<file path="src/rtl/tcnw_pkg.sv">
// ----------------------------------------------------------------------------
// Text console number writer package
// Shared types, screen geometry, request codes and character constants.
// ----------------------------------------------------------------------------
package tcnw_pkg;

  // Screen geometry and field widths.
  localparam int SCREEN_WIDTH  = 80;
  localparam int SCREEN_HEIGHT = 25;
  localparam int ROW_W         = 5;
  localparam int COL_W         = 7;
  localparam int CELL_W        = 11;
  localparam int NUM_W         = 32;
  localparam int DIGITS        = 10;
  localparam int BCD_W         = 4 * DIGITS;
  localparam int HEX_DIGITS    = NUM_W / 4;

  // Character codes.
  localparam logic [7:0] CH_NEWLINE = 8'h0A;
  localparam logic [7:0] CH_ZERO    = 8'h30;
  localparam logic [7:0] CH_X       = 8'h78;
  localparam logic [7:0] COLOR_RST  = 8'h0F;

  // Request kinds.
  typedef enum logic [1:0] {
    KIND_CHAR = 2'd0,
    KIND_HEX  = 2'd1,
    KIND_DEC  = 2'd2,
    KIND_NONE = 2'd3
  } kind_t;

  // Sequencer states.
  typedef enum logic [1:0] {
    ST_IDLE,
    ST_CONV,
    ST_STRIP,
    ST_EMIT
  } state_t;

  // Request payload.
  typedef struct packed {
    logic [1:0]       kind;
    logic [7:0]       char_code;
    logic [NUM_W-1:0] number;
  } in_t;

  // Cell write payload.
  typedef struct packed {
    logic [CELL_W-1:0] cell_index;
    logic [7:0]        glyph;
    logic [7:0]        attribute;
    logic              last_of_run;
  } out_t;

  // Lowercase ASCII for one hex or decimal digit.
  function automatic logic [7:0] hex_char(input logic [3:0] d);
    logic [7:0] w;
    w = {4'b0000, d};
    return (d >= 4'd10) ? (w + 8'd87) : (w + CH_ZERO);
  endfunction

endpackage

</file>
<file path="src/rtl/tcnw_dabble.sv">
// ----------------------------------------------------------------------------
// Binary to BCD converter
// Shift-and-add-3 conversion, one input bit per cycle.
// ----------------------------------------------------------------------------
module tcnw_dabble
  import tcnw_pkg::*;
(
  input  logic             clk,
  input  logic             rst,
  input  logic             start,
  input  logic [NUM_W-1:0] value,
  output logic             done,
  output logic [BCD_W-1:0] bcd
);

  localparam int CNT_W = $clog2(NUM_W);

  logic             busy;
  logic [CNT_W-1:0] cnt;
  logic [NUM_W-1:0] bin;
  logic [BCD_W-1:0] adj;

  // Add 3 to every BCD digit of 5 or more before the shift.
  always_comb begin
    for (int i = 0; i < DIGITS; i++) begin
      adj[4*i +: 4] = (bcd[4*i +: 4] >= 4'd5) ? (bcd[4*i +: 4] + 4'd3) : bcd[4*i +: 4];
    end
  end

  // Control: busy flag, bit counter and a one-cycle done pulse.
  always_ff @(posedge clk) begin
    if (rst) begin
      busy <= 1'b0;
      done <= 1'b0;
      cnt  <= '0;
    end else begin
      done <= 1'b0;
      if (start) begin
        busy <= 1'b1;
        cnt  <= '0;
      end else if (busy) begin
        cnt <= cnt + 1'b1;
        if (cnt == CNT_W'(NUM_W - 1)) begin
          busy <= 1'b0;
          done <= 1'b1;
        end
      end
    end
  end

  // Shift registers: binary out at the top, BCD in at the bottom.
  always_ff @(posedge clk) begin
    if (start) begin
      bin <= value;
      bcd <= '0;
    end else if (busy) begin
      bin <= {bin[NUM_W-2:0], 1'b0};
      bcd <= {adj[BCD_W-2:0], bin[NUM_W-1]};
    end
  end

endmodule

</file>
<file path="src/rtl/text_console_number_writer.sv">
// ----------------------------------------------------------------------------
// Text console number writer
// Turns character, hex and decimal requests into cell writes at a cursor.
// ----------------------------------------------------------------------------
//   channel   direction  handshake             payload
//   in        input      in_valid / in_ready   in_data (kind, char_code, number)
//   out       output     out_valid / out_ready out_data (cell, glyph, attr, last)
//   cfg       input      cfg_wr_en             cfg_wr_data (text color)
//
// One request is handled at a time; in_ready is high only while idle.
// A character makes one cell write; a newline makes none and only moves the cursor.
// Hex strips up to 7 leading zeros and makes 3..10 writes ("0x" and 1..8 digits).
// Decimal: 32 bit-serial BCD shifts, up to 9 leading zeros stripped, 1..10 writes.
// Each cell write waits on the output register, so out_ready stalls the run.
// Reset clears the cursor to row 0, column 0 and the color to 0x0F.
// ----------------------------------------------------------------------------
module text_console_number_writer
  import tcnw_pkg::*;
(
  input  logic       clk,
  input  logic       rst,
  input  logic       in_valid,
  output logic       in_ready,
  input  in_t        in_data,
  output logic       out_valid,
  input  logic       out_ready,
  output out_t       out_data,
  input  logic       cfg_wr_en,
  input  logic [7:0] cfg_wr_data
);

  localparam int CNT_W = $clog2(DIGITS + 1);

  state_t             state;
  state_t             state_next;
  logic [7:0]         text_color;
  logic [ROW_W-1:0]   row;
  logic [COL_W-1:0]   col;
  logic [BCD_W-1:0]   digs;
  logic [CNT_W-1:0]   remaining;
  logic [1:0]         prefix;
  logic               is_char;
  logic [7:0]         char_reg;
  logic               conv_done;
  logic [BCD_W-1:0]   conv_bcd;

  logic               accept;
  logic               conv_start;
  logic               is_newline;
  logic               emit_fire;
  logic               strip_shift;
  logic               last;
  logic [7:0]         glyph;
  logic [CELL_W:0]    cell_full;

  // Decimal conversion unit.
  tcnw_dabble u_dabble (
    .clk   (clk),
    .rst   (rst),
    .start (conv_start),
    .value (in_data.number),
    .done  (conv_done),
    .bcd   (conv_bcd)
  );

  // Next state.
  always_comb begin
    state_next = state;
    case (state)
      ST_IDLE: begin
        if (in_valid) begin
          case (kind_t'(in_data.kind))
            KIND_CHAR: state_next = (in_data.char_code == CH_NEWLINE) ? ST_IDLE : ST_EMIT;
            KIND_HEX:  state_next = ST_STRIP;
            KIND_DEC:  state_next = ST_CONV;
            default:   state_next = ST_IDLE;
          endcase
        end
      end
      ST_CONV: begin
        if (conv_done) state_next = ST_STRIP;
      end
      ST_STRIP: begin
        if (!strip_shift) state_next = ST_EMIT;
      end
      ST_EMIT: begin
        if (emit_fire && last) state_next = ST_IDLE;
      end
      default: state_next = ST_IDLE;
    endcase
  end

  // Control outputs.
  always_comb begin
    in_ready    = (state == ST_IDLE);
    accept      = in_valid && in_ready;
    is_newline  = (in_data.char_code == CH_NEWLINE);
    conv_start  = accept && (kind_t'(in_data.kind) == KIND_DEC);
    emit_fire   = (state == ST_EMIT) && (!out_valid || out_ready);
    strip_shift = (state == ST_STRIP) && (digs[BCD_W-1 -: 4] == 4'd0) &&
                  (remaining > CNT_W'(1));
    last        = is_char || ((prefix == 2'd0) && (remaining == CNT_W'(1)));
    if (is_char) begin
      glyph = char_reg;
    end else if (prefix == 2'd2) begin
      glyph = CH_ZERO;
    end else if (prefix == 2'd1) begin
      glyph = CH_X;
    end else begin
      glyph = hex_char(digs[BCD_W-1 -: 4]);
    end
    cell_full = (CELL_W+1)'(row) * (CELL_W+1)'(SCREEN_WIDTH) + (CELL_W+1)'(col);
  end

  // State and configuration.
  always_ff @(posedge clk) begin
    if (rst) begin
      state      <= ST_IDLE;
      text_color <= COLOR_RST;
    end else begin
      state <= state_next;
      if (cfg_wr_en) text_color <= cfg_wr_data;
    end
  end

  // Cursor: advances on each cell write, newline starts the next row.
  always_ff @(posedge clk) begin
    if (rst) begin
      row <= '0;
      col <= '0;
    end else if ((accept && (kind_t'(in_data.kind) == KIND_CHAR) && is_newline) ||
                 (emit_fire && (col == COL_W'(SCREEN_WIDTH - 1)))) begin
      col <= '0;
      row <= (row == ROW_W'(SCREEN_HEIGHT - 1)) ? '0 : row + 1'b1;
    end else if (emit_fire) begin
      col <= col + 1'b1;
    end
  end

  // Digit buffer: loaded on a request, nibbles leave at the top.
  always_ff @(posedge clk) begin
    if (accept) begin
      char_reg  <= in_data.char_code;
      is_char   <= (kind_t'(in_data.kind) == KIND_CHAR);
      prefix    <= (kind_t'(in_data.kind) == KIND_HEX) ? 2'd2 : 2'd0;
      digs      <= {in_data.number, (BCD_W - NUM_W)'(0)};
      remaining <= CNT_W'(HEX_DIGITS);
    end else if (conv_done) begin
      digs      <= conv_bcd;
      remaining <= CNT_W'(DIGITS);
    end else if (strip_shift || (emit_fire && !is_char && (prefix == 2'd0))) begin
      digs      <= {digs[BCD_W-5:0], 4'd0};
      remaining <= remaining - 1'b1;
    end else if (emit_fire && !is_char) begin
      prefix    <= prefix - 1'b1;
    end
  end

  // Output register.
  always_ff @(posedge clk) begin
    if (rst) begin
      out_valid <= 1'b0;
    end else if (emit_fire) begin
      out_valid <= 1'b1;
    end else if (out_ready) begin
      out_valid <= 1'b0;
    end
  end

  always_ff @(posedge clk) begin
    if (emit_fire) begin
      out_data.cell_index  <= cell_full[CELL_W-1:0];
      out_data.glyph       <= glyph;
      out_data.attribute   <= text_color;
      out_data.last_of_run <= last;
    end
  end

  // Checks on the cursor, the digit count and the converter.
  a_cursor_range: assert property (@(posedge clk) disable iff (rst)
    (col < COL_W'(SCREEN_WIDTH)) && (row < ROW_W'(SCREEN_HEIGHT)))
    else $error("cursor outside the screen");

  a_cell_range: assert property (@(posedge clk) disable iff (rst)
    out_valid |-> (out_data.cell_index < CELL_W'(SCREEN_WIDTH * SCREEN_HEIGHT)))
    else $error("cell index outside the screen");

  a_digits_left: assert property (@(posedge clk) disable iff (rst)
    ((state == ST_EMIT) && !is_char) |-> (remaining != '0))
    else $error("digit count ran out before the last write");

  a_conv_state: assert property (@(posedge clk) disable iff (rst)
    conv_done |-> (state == ST_CONV))
    else $error("conversion finished outside the conversion state");

endmodule

</file>
<file path="config.mk">
export PLATFORM = sky130hd
export DESIGN_NAME = text_console_number_writer
export DESIGN_NICKNAME = d
export VERILOG_FILES = /design/src/rtl/tcnw_pkg.sv /design/src/rtl/tcnw_dabble.sv /design/src/rtl/text_console_number_writer.sv
export SDC_FILE = /design/constraint.sdc
export NUM_CORES = 1
export LEC_CHECK = 0
export ABC_AREA = 0
export ABC_CLOCK_PERIOD_IN_PS = 3450
export BUFFER_PORTS_ARGS = -buffer_cell sky130_fd_sc_hd__buf_2
export CAP_MARGIN = 20
export CORE_ASPECT_RATIO = 0.9
export CORE_MARGIN = 2
export CORE_UTILIZATION = 50
export DETAILED_ROUTE_END_ITERATION = 10
export PLACE_DENSITY = 0.69
export SYNTH_ARGS = -nofsm -noshare
export SYNTH_HDL_FRONTEND = slang
export SYNTH_SLANG_ARGS = --single-unit
</file>
<file path="constraint.sdc">
create_clock -name clk -period 3.45 [get_ports clk]
set_input_delay 0.345 -clock clk [delete_from_list [all_inputs] [get_ports clk]]
set_output_delay 0.345 -clock clk [all_outputs]
set_load 0.01 [all_outputs]
</file>
# ---- Yosys cells after proc, flatten, opt, wreduce, memory -nomap -nowiden
# Index checks and enable logic that the tools add are counted.
dict set report totals {
  input_bits 55
  ff_bits 185
  output_inout_bits 30
}
dict set report classes {
  n_addsub 18
  n_reduce_logical 33
  mul 1
  n_lt_le_gt_ge 12
  n_bitwise 1
  muxes 40
  eq_ne 18
}
# operator n
set ops {}
lappend ops {{2-to-1 mux 40 bit} 3}
lappend ops {{2-to-1 mux 32 bit} 2}
lappend ops {{>= comparator 4 x 3 -> 1 bit (second input constant)} 10}
lappend ops {{adder 4 x 2 -> 4 bit (second input constant)} 9}
lappend ops {{2-to-1 mux 4 bit} 9}
lappend ops {{2-to-1 mux 8 bit} 4}
lappend ops {{2-to-1 mux 2 bit} 12}
lappend ops {{logical AND 1 bit} 12}
lappend ops {{adder 11 x 7 -> 11 bit} 1}
lappend ops {{adder 5 x 1 -> 5 bit (second input constant)} 2}
lappend ops {{== test 5 bit (second input constant)} 2}
lappend ops {{inequality test 2 bit (second input constant)} 5}
lappend ops {{adder 4 x 7 -> 8 bit (second input constant)} 1}
lappend ops {{== test 2 bit (second input constant)} 4}
lappend ops {{== test 8 x 4 -> 1 bit (second input constant)} 1}
lappend ops {{one-hot mux 2 bit (4 select lines)} 1}
lappend ops {{nonzero test 2 bit} 4}
lappend ops {{adder 4 x 6 -> 7 bit (second input constant)} 1}
lappend ops {{adder 7 x 1 -> 7 bit (second input constant)} 1}
lappend ops {{== test 7 bit (second input constant)} 1}
lappend ops {{multiplier 5 x 3 -> 7 bit (second input constant)} 1}
lappend ops {{== test 2 x 1 -> 1 bit (second input constant)} 3}
lappend ops {{logical NOT 2 bit} 3}
lappend ops {{2-to-1 mux 1 bit} 6}
lappend ops {{other kinds (19)} 25}

# ---- Longest topological paths before layout
dict set report depth {
  depth_word 9
  depth_mapped 8
  ltp_nobuf 7
}

# ---- Hierarchy
# From an unflattened synthesis, not the netlist that was laid out.
dict set report unflattened {
  hier_cells 858
  area_unflattened_um2 9210.1
}
# mod seq_area_each_um2 area_each_um2 cells_per_inst n_inst
set modules_own_cells {}
lappend modules_own_cells {text_console_number_writer 2832.7 5133.7 453 1}
lappend modules_own_cells {tcnw_dabble 1901.8 4076.4 405 1}

# ---- Worst setup path before layout
# Ideal clock, no wire load.
dict set report synth_timing {
  path_kind {reg2reg}
  startpoint {register state[0]}
  endpoint {register digs[10], enable pin}
  n_path_buf 2
  path_stages_with_launch 9
  required_ps 3061
  arrival_ps 2494
  setup_ps 389
  synth_period_minus_slack_ps 2884
  setup_slack_ps 566
  cell_sequence {dfxtp_1 > inv_1 > ha_1 > nand2_1 > inv_1 > clkbuf_1 > clkbuf_1 > nor2_1 > nand2_1}
}
# element line_no
set synth_rtl {}
lappend synth_rtl {{from (decl)} text_console_number_writer.sv:34} ;# state_t state;
lappend synth_rtl {{from (signal assigned)} text_console_number_writer.sv:121} ;# state <= state_next;
lappend synth_rtl {{logical NOT 2 bit} text_console_number_writer.sv:95} ;# in_ready = (state == ST_IDLE);
lappend synth_rtl {{net in_ready} text_console_number_writer.sv:23} ;# output logic in_ready,
lappend synth_rtl {{logical AND 1 bit} text_console_number_writer.sv:96} ;# accept = in_valid && in_ready;
lappend synth_rtl {{net accept} text_console_number_writer.sv:47} ;# logic accept;
lappend synth_rtl {{nonzero test 3 bit (no source line)} n/a}
lappend synth_rtl {{to (signal assigned)} text_console_number_writer.sv:146} ;# digs <= {in_data.number, (BCD_W - NUM_W)'(0)};
lappend synth_rtl {{to (signal assigned)} text_console_number_writer.sv:149} ;# digs <= conv_bcd;
lappend synth_rtl {{to (signal assigned)} text_console_number_writer.sv:152} ;# digs <= {digs[BCD_W-5:0], 4'd0};
lappend synth_rtl {{to (decl)} text_console_number_writer.sv:39} ;# logic [BCD_W-1:0] digs;
# The timed path passes the listed nets, and every way through them passes these cells.
# A chain may end at the register's enable or synchronous reset.

# ---- Final worst setup path
dict set report layout_timing {
  startpoint {register state[1]}
  endpoint {register col[6]}
}
dict set report layout_between {
  elab_chain_cells 6
}
# element line_no
set layout_lines {}
lappend layout_lines {{logical NOT 2 bit} text_console_number_writer.sv:95}
lappend layout_lines {{logical AND 1 bit} text_console_number_writer.sv:96}
lappend layout_lines {{logical AND 1 bit (2 in a row)} text_console_number_writer.sv:131} ;# end else if ((accept && (kind_t'(in_data.kind) == KIND_CHAR) && is_newline) ||
lappend layout_lines {{logical OR 1 bit} text_console_number_writer.sv:131}
lappend layout_lines {{OR reduction 2 bit (no source line)} n/a}
lappend layout_lines {{to (signal assigned)} text_console_number_writer.sv:136} ;# col <= col + 1'b1;
lappend layout_lines {{to (decl)} text_console_number_writer.sv:38} ;# logic [COL_W-1:0] col;
# Parallel ways exist; a longest one is shown, timed or not.

==> reports/qor.csv <==
metric,value,unit
status,completed,
final.setup.tns,0,ns
ys_seq_area_share,53.1,%
drt-total-wl,16700,um
hold_violations,0,
p_per_area,687,nW/um^2
globalRouteOverflowTotal,0,
skew,0.0103,ns
synth_flop_cell,edfxtp_1,
synth_edf_count,103,
p_leak,3.82,nW
rsz0062_at_grt,no,
seqCellArea,4740,sq um
initial_utilization,50.8,%
slew_violations,0,
rows,46,
multi_input_area,3840,sq um
ys.warnings.count,0,
crit_path_start,state[1],
cpPeakStageDelay,0.59,ns
cts_resized,0,
numCtsBuffers,17,
max_slew_margin,48.2,%
path_cells,"inv_1, ha_1, nand2_1, inv_2, a32o_2, or2_1, nor2_1",
via_per_inst,5.19,
first_pass_iters,5,
postSynthAreaPerCell,11.0,sq um
gp_congestion,0.770,
min_period,2.47,ns
grt_pass1_vias,5543,
r2r_cells,7,
max_cap_viol_count,0,
regToRegStartpoint,state[1],
io_buffers,84,
synth_top_area_share,34.7,%
drt-wirelength-per-cell,14.6,um
dieArea,18900,sq um
hp-start,in_data[38],
synth.area.top_cells,"edfxtp_1 (35%), dfxtp_1 (18%), ha_1 (6.6%), mux2i_1 (5.8%), mux2_2 (3.9%)",
clock_path_buffers,2,
htree_levels,4,
finalCritPeriodShare,71.5,%
top_regs,"digs: 40 flops, u_dabble.bcd: 40 flops, u_dabble.bin: 32 flops",
layout-drive-gt1-share,18.8,%
fin_nets,988,
drtIter0Drc,290,
crit_arrival,2.77,ns
synth_area_leader_cell,edfxtp_1,
grt_util_all_layers,18.5,%
async_reset_ff_share,0,%
vias,5904,
critical_path_class,flip-flop to flip-flop,
synth_cells,812,
peakVddDrop,481,uV
cts_root_buf,clkbuf_16,
die_w,145,um
synth_cell_type_count,56,
clk_pin_slew,0.07,ns
setup_viol,0,
max_freq,405,MHz
postCtsSetupRepairBufs,0,
cts_hold_buf,0,
ant_nets,0,
syn_area,8910,sq um
synth_common_cells,"edfxtp_1 (103), dfxtp_1 (82), nand2_1 (79)",
startpoint_type,flip-flop,
min_path_cells,1,
slowest_stage,inv_2,
diodes,0,
grt_antenna_before_repair,1,
required,3.75,ns
crit_fanout,47,
synth.most_common_cell,edfxtp_1,
grt_max_degree,76,
worst_pin_slew,0.776,ns
clkLatencyLatePin,0.44,ns
syn_nets,916,
syn_to_final_growth,13.7,%
die_h,131,um
pin_count,85,
min_path_type,input pin to flip-flop,
grt_pass1_wl,27300,um
setup.worst_path.end_class,flip-flop,
utilization,57.8,%
fillerInstances,1477,
numClockSinks,185,
cts_tree,yes,
dp_hpwl,11400,um
ys_ff_latch,185,
coreArea,17600,sq um
drc,0,
cell families after synthesis:
logic type | share of synthesized area [%]
mux | 9.75
simple gates | 11.5
flops | 53.1
fa+ha+maj | 7.05
buf+inv | 3.90
compound gates | 10.8
xor+xnor | 3.93
power by group:
| group | total (mW) | internal, mW | switching [mW] |
|---|---|---|---|
| combinational | 1.64 | 0.687 | 0.957 |
| clock | 2.04 | 1.19 | 0.855 |
| sequential | 3.28 | 2.93 | 0.347 |
| total | 6.97 | 4.81 | 2.16 |
worst max-delay path, delay by kind of cell, from the launching register on:
kind                     cells  cell delay (ns)
AO/OA/AOI/OAI                1             0.38
adder cells (fa/ha/maj)      1             0.21
buffers and inverters        2             0.71
flip-flops                   1             0.34
AND/OR/NAND/NOR              3             0.69
cell usage in the layout (no fill, tap or decap), types with 32 or more instances in the layout:
cell type,netlist,layout
mux2i_1,52,52
nand2_1,79,79
ha_1,47,47
a21oi_1,43,43
buf_2,13,84
o21ai_0,57,57
inv_1,47,46
dfxtp_1,82,80
nor2_1,39,39
nand3_1,32,32
edfxtp_1,103,103
final timing paths:
check | end | slack (ns)
worst max-delay path | col[6] | 0.98
worst min-delay path | char_reg[6] | 0.1
worst max register to register | col[6] | 0.98
worst min register to register | out_data[2] | 0.42
per-stage QoR:
step	instances	total power [mW]	instance area (sq um)	hold WS [ns]	worst slack, ns
3_5_place_dp	1105	4.97	9520	0.408	1.02
2_1_floorplan	812	4.51	8910	0.401	0.566
3_3_place_gp	1105	4.93	9520	0.404	1.07
5_1_grt	1137	7.42	10100	0.0789	0.756
6_report	1137	6.97	10100	0.0979	0.983
4_1_cts	1137	7.03	10100	0.0773	0.988
per-layer routing:
metal / track usage (%) / up-vias / routed length (um)
met4: 6.45 / 2 / 257
met2: 28.3 / 109 / 7400
met1: 26.3 / 2744 / 8340
met5: 0 / - / 8
li1: - / 3025 / -
met3: 3.94 / 24 / 648
cell type report:
cell class / instances / share of cell area [%]
Inverter: 47 / 1.74
Clock inverter: 13 / 1.58
Multi-Input combinational cell: 542 / 37.9
Clock buffer: 19 / 4.48
Tap cell: 240 / 2.96
Sequential cell: 185 / 46.7
Timing Repair Buffer: 91 / 4.66
Power figures use the tool's default switching activity.
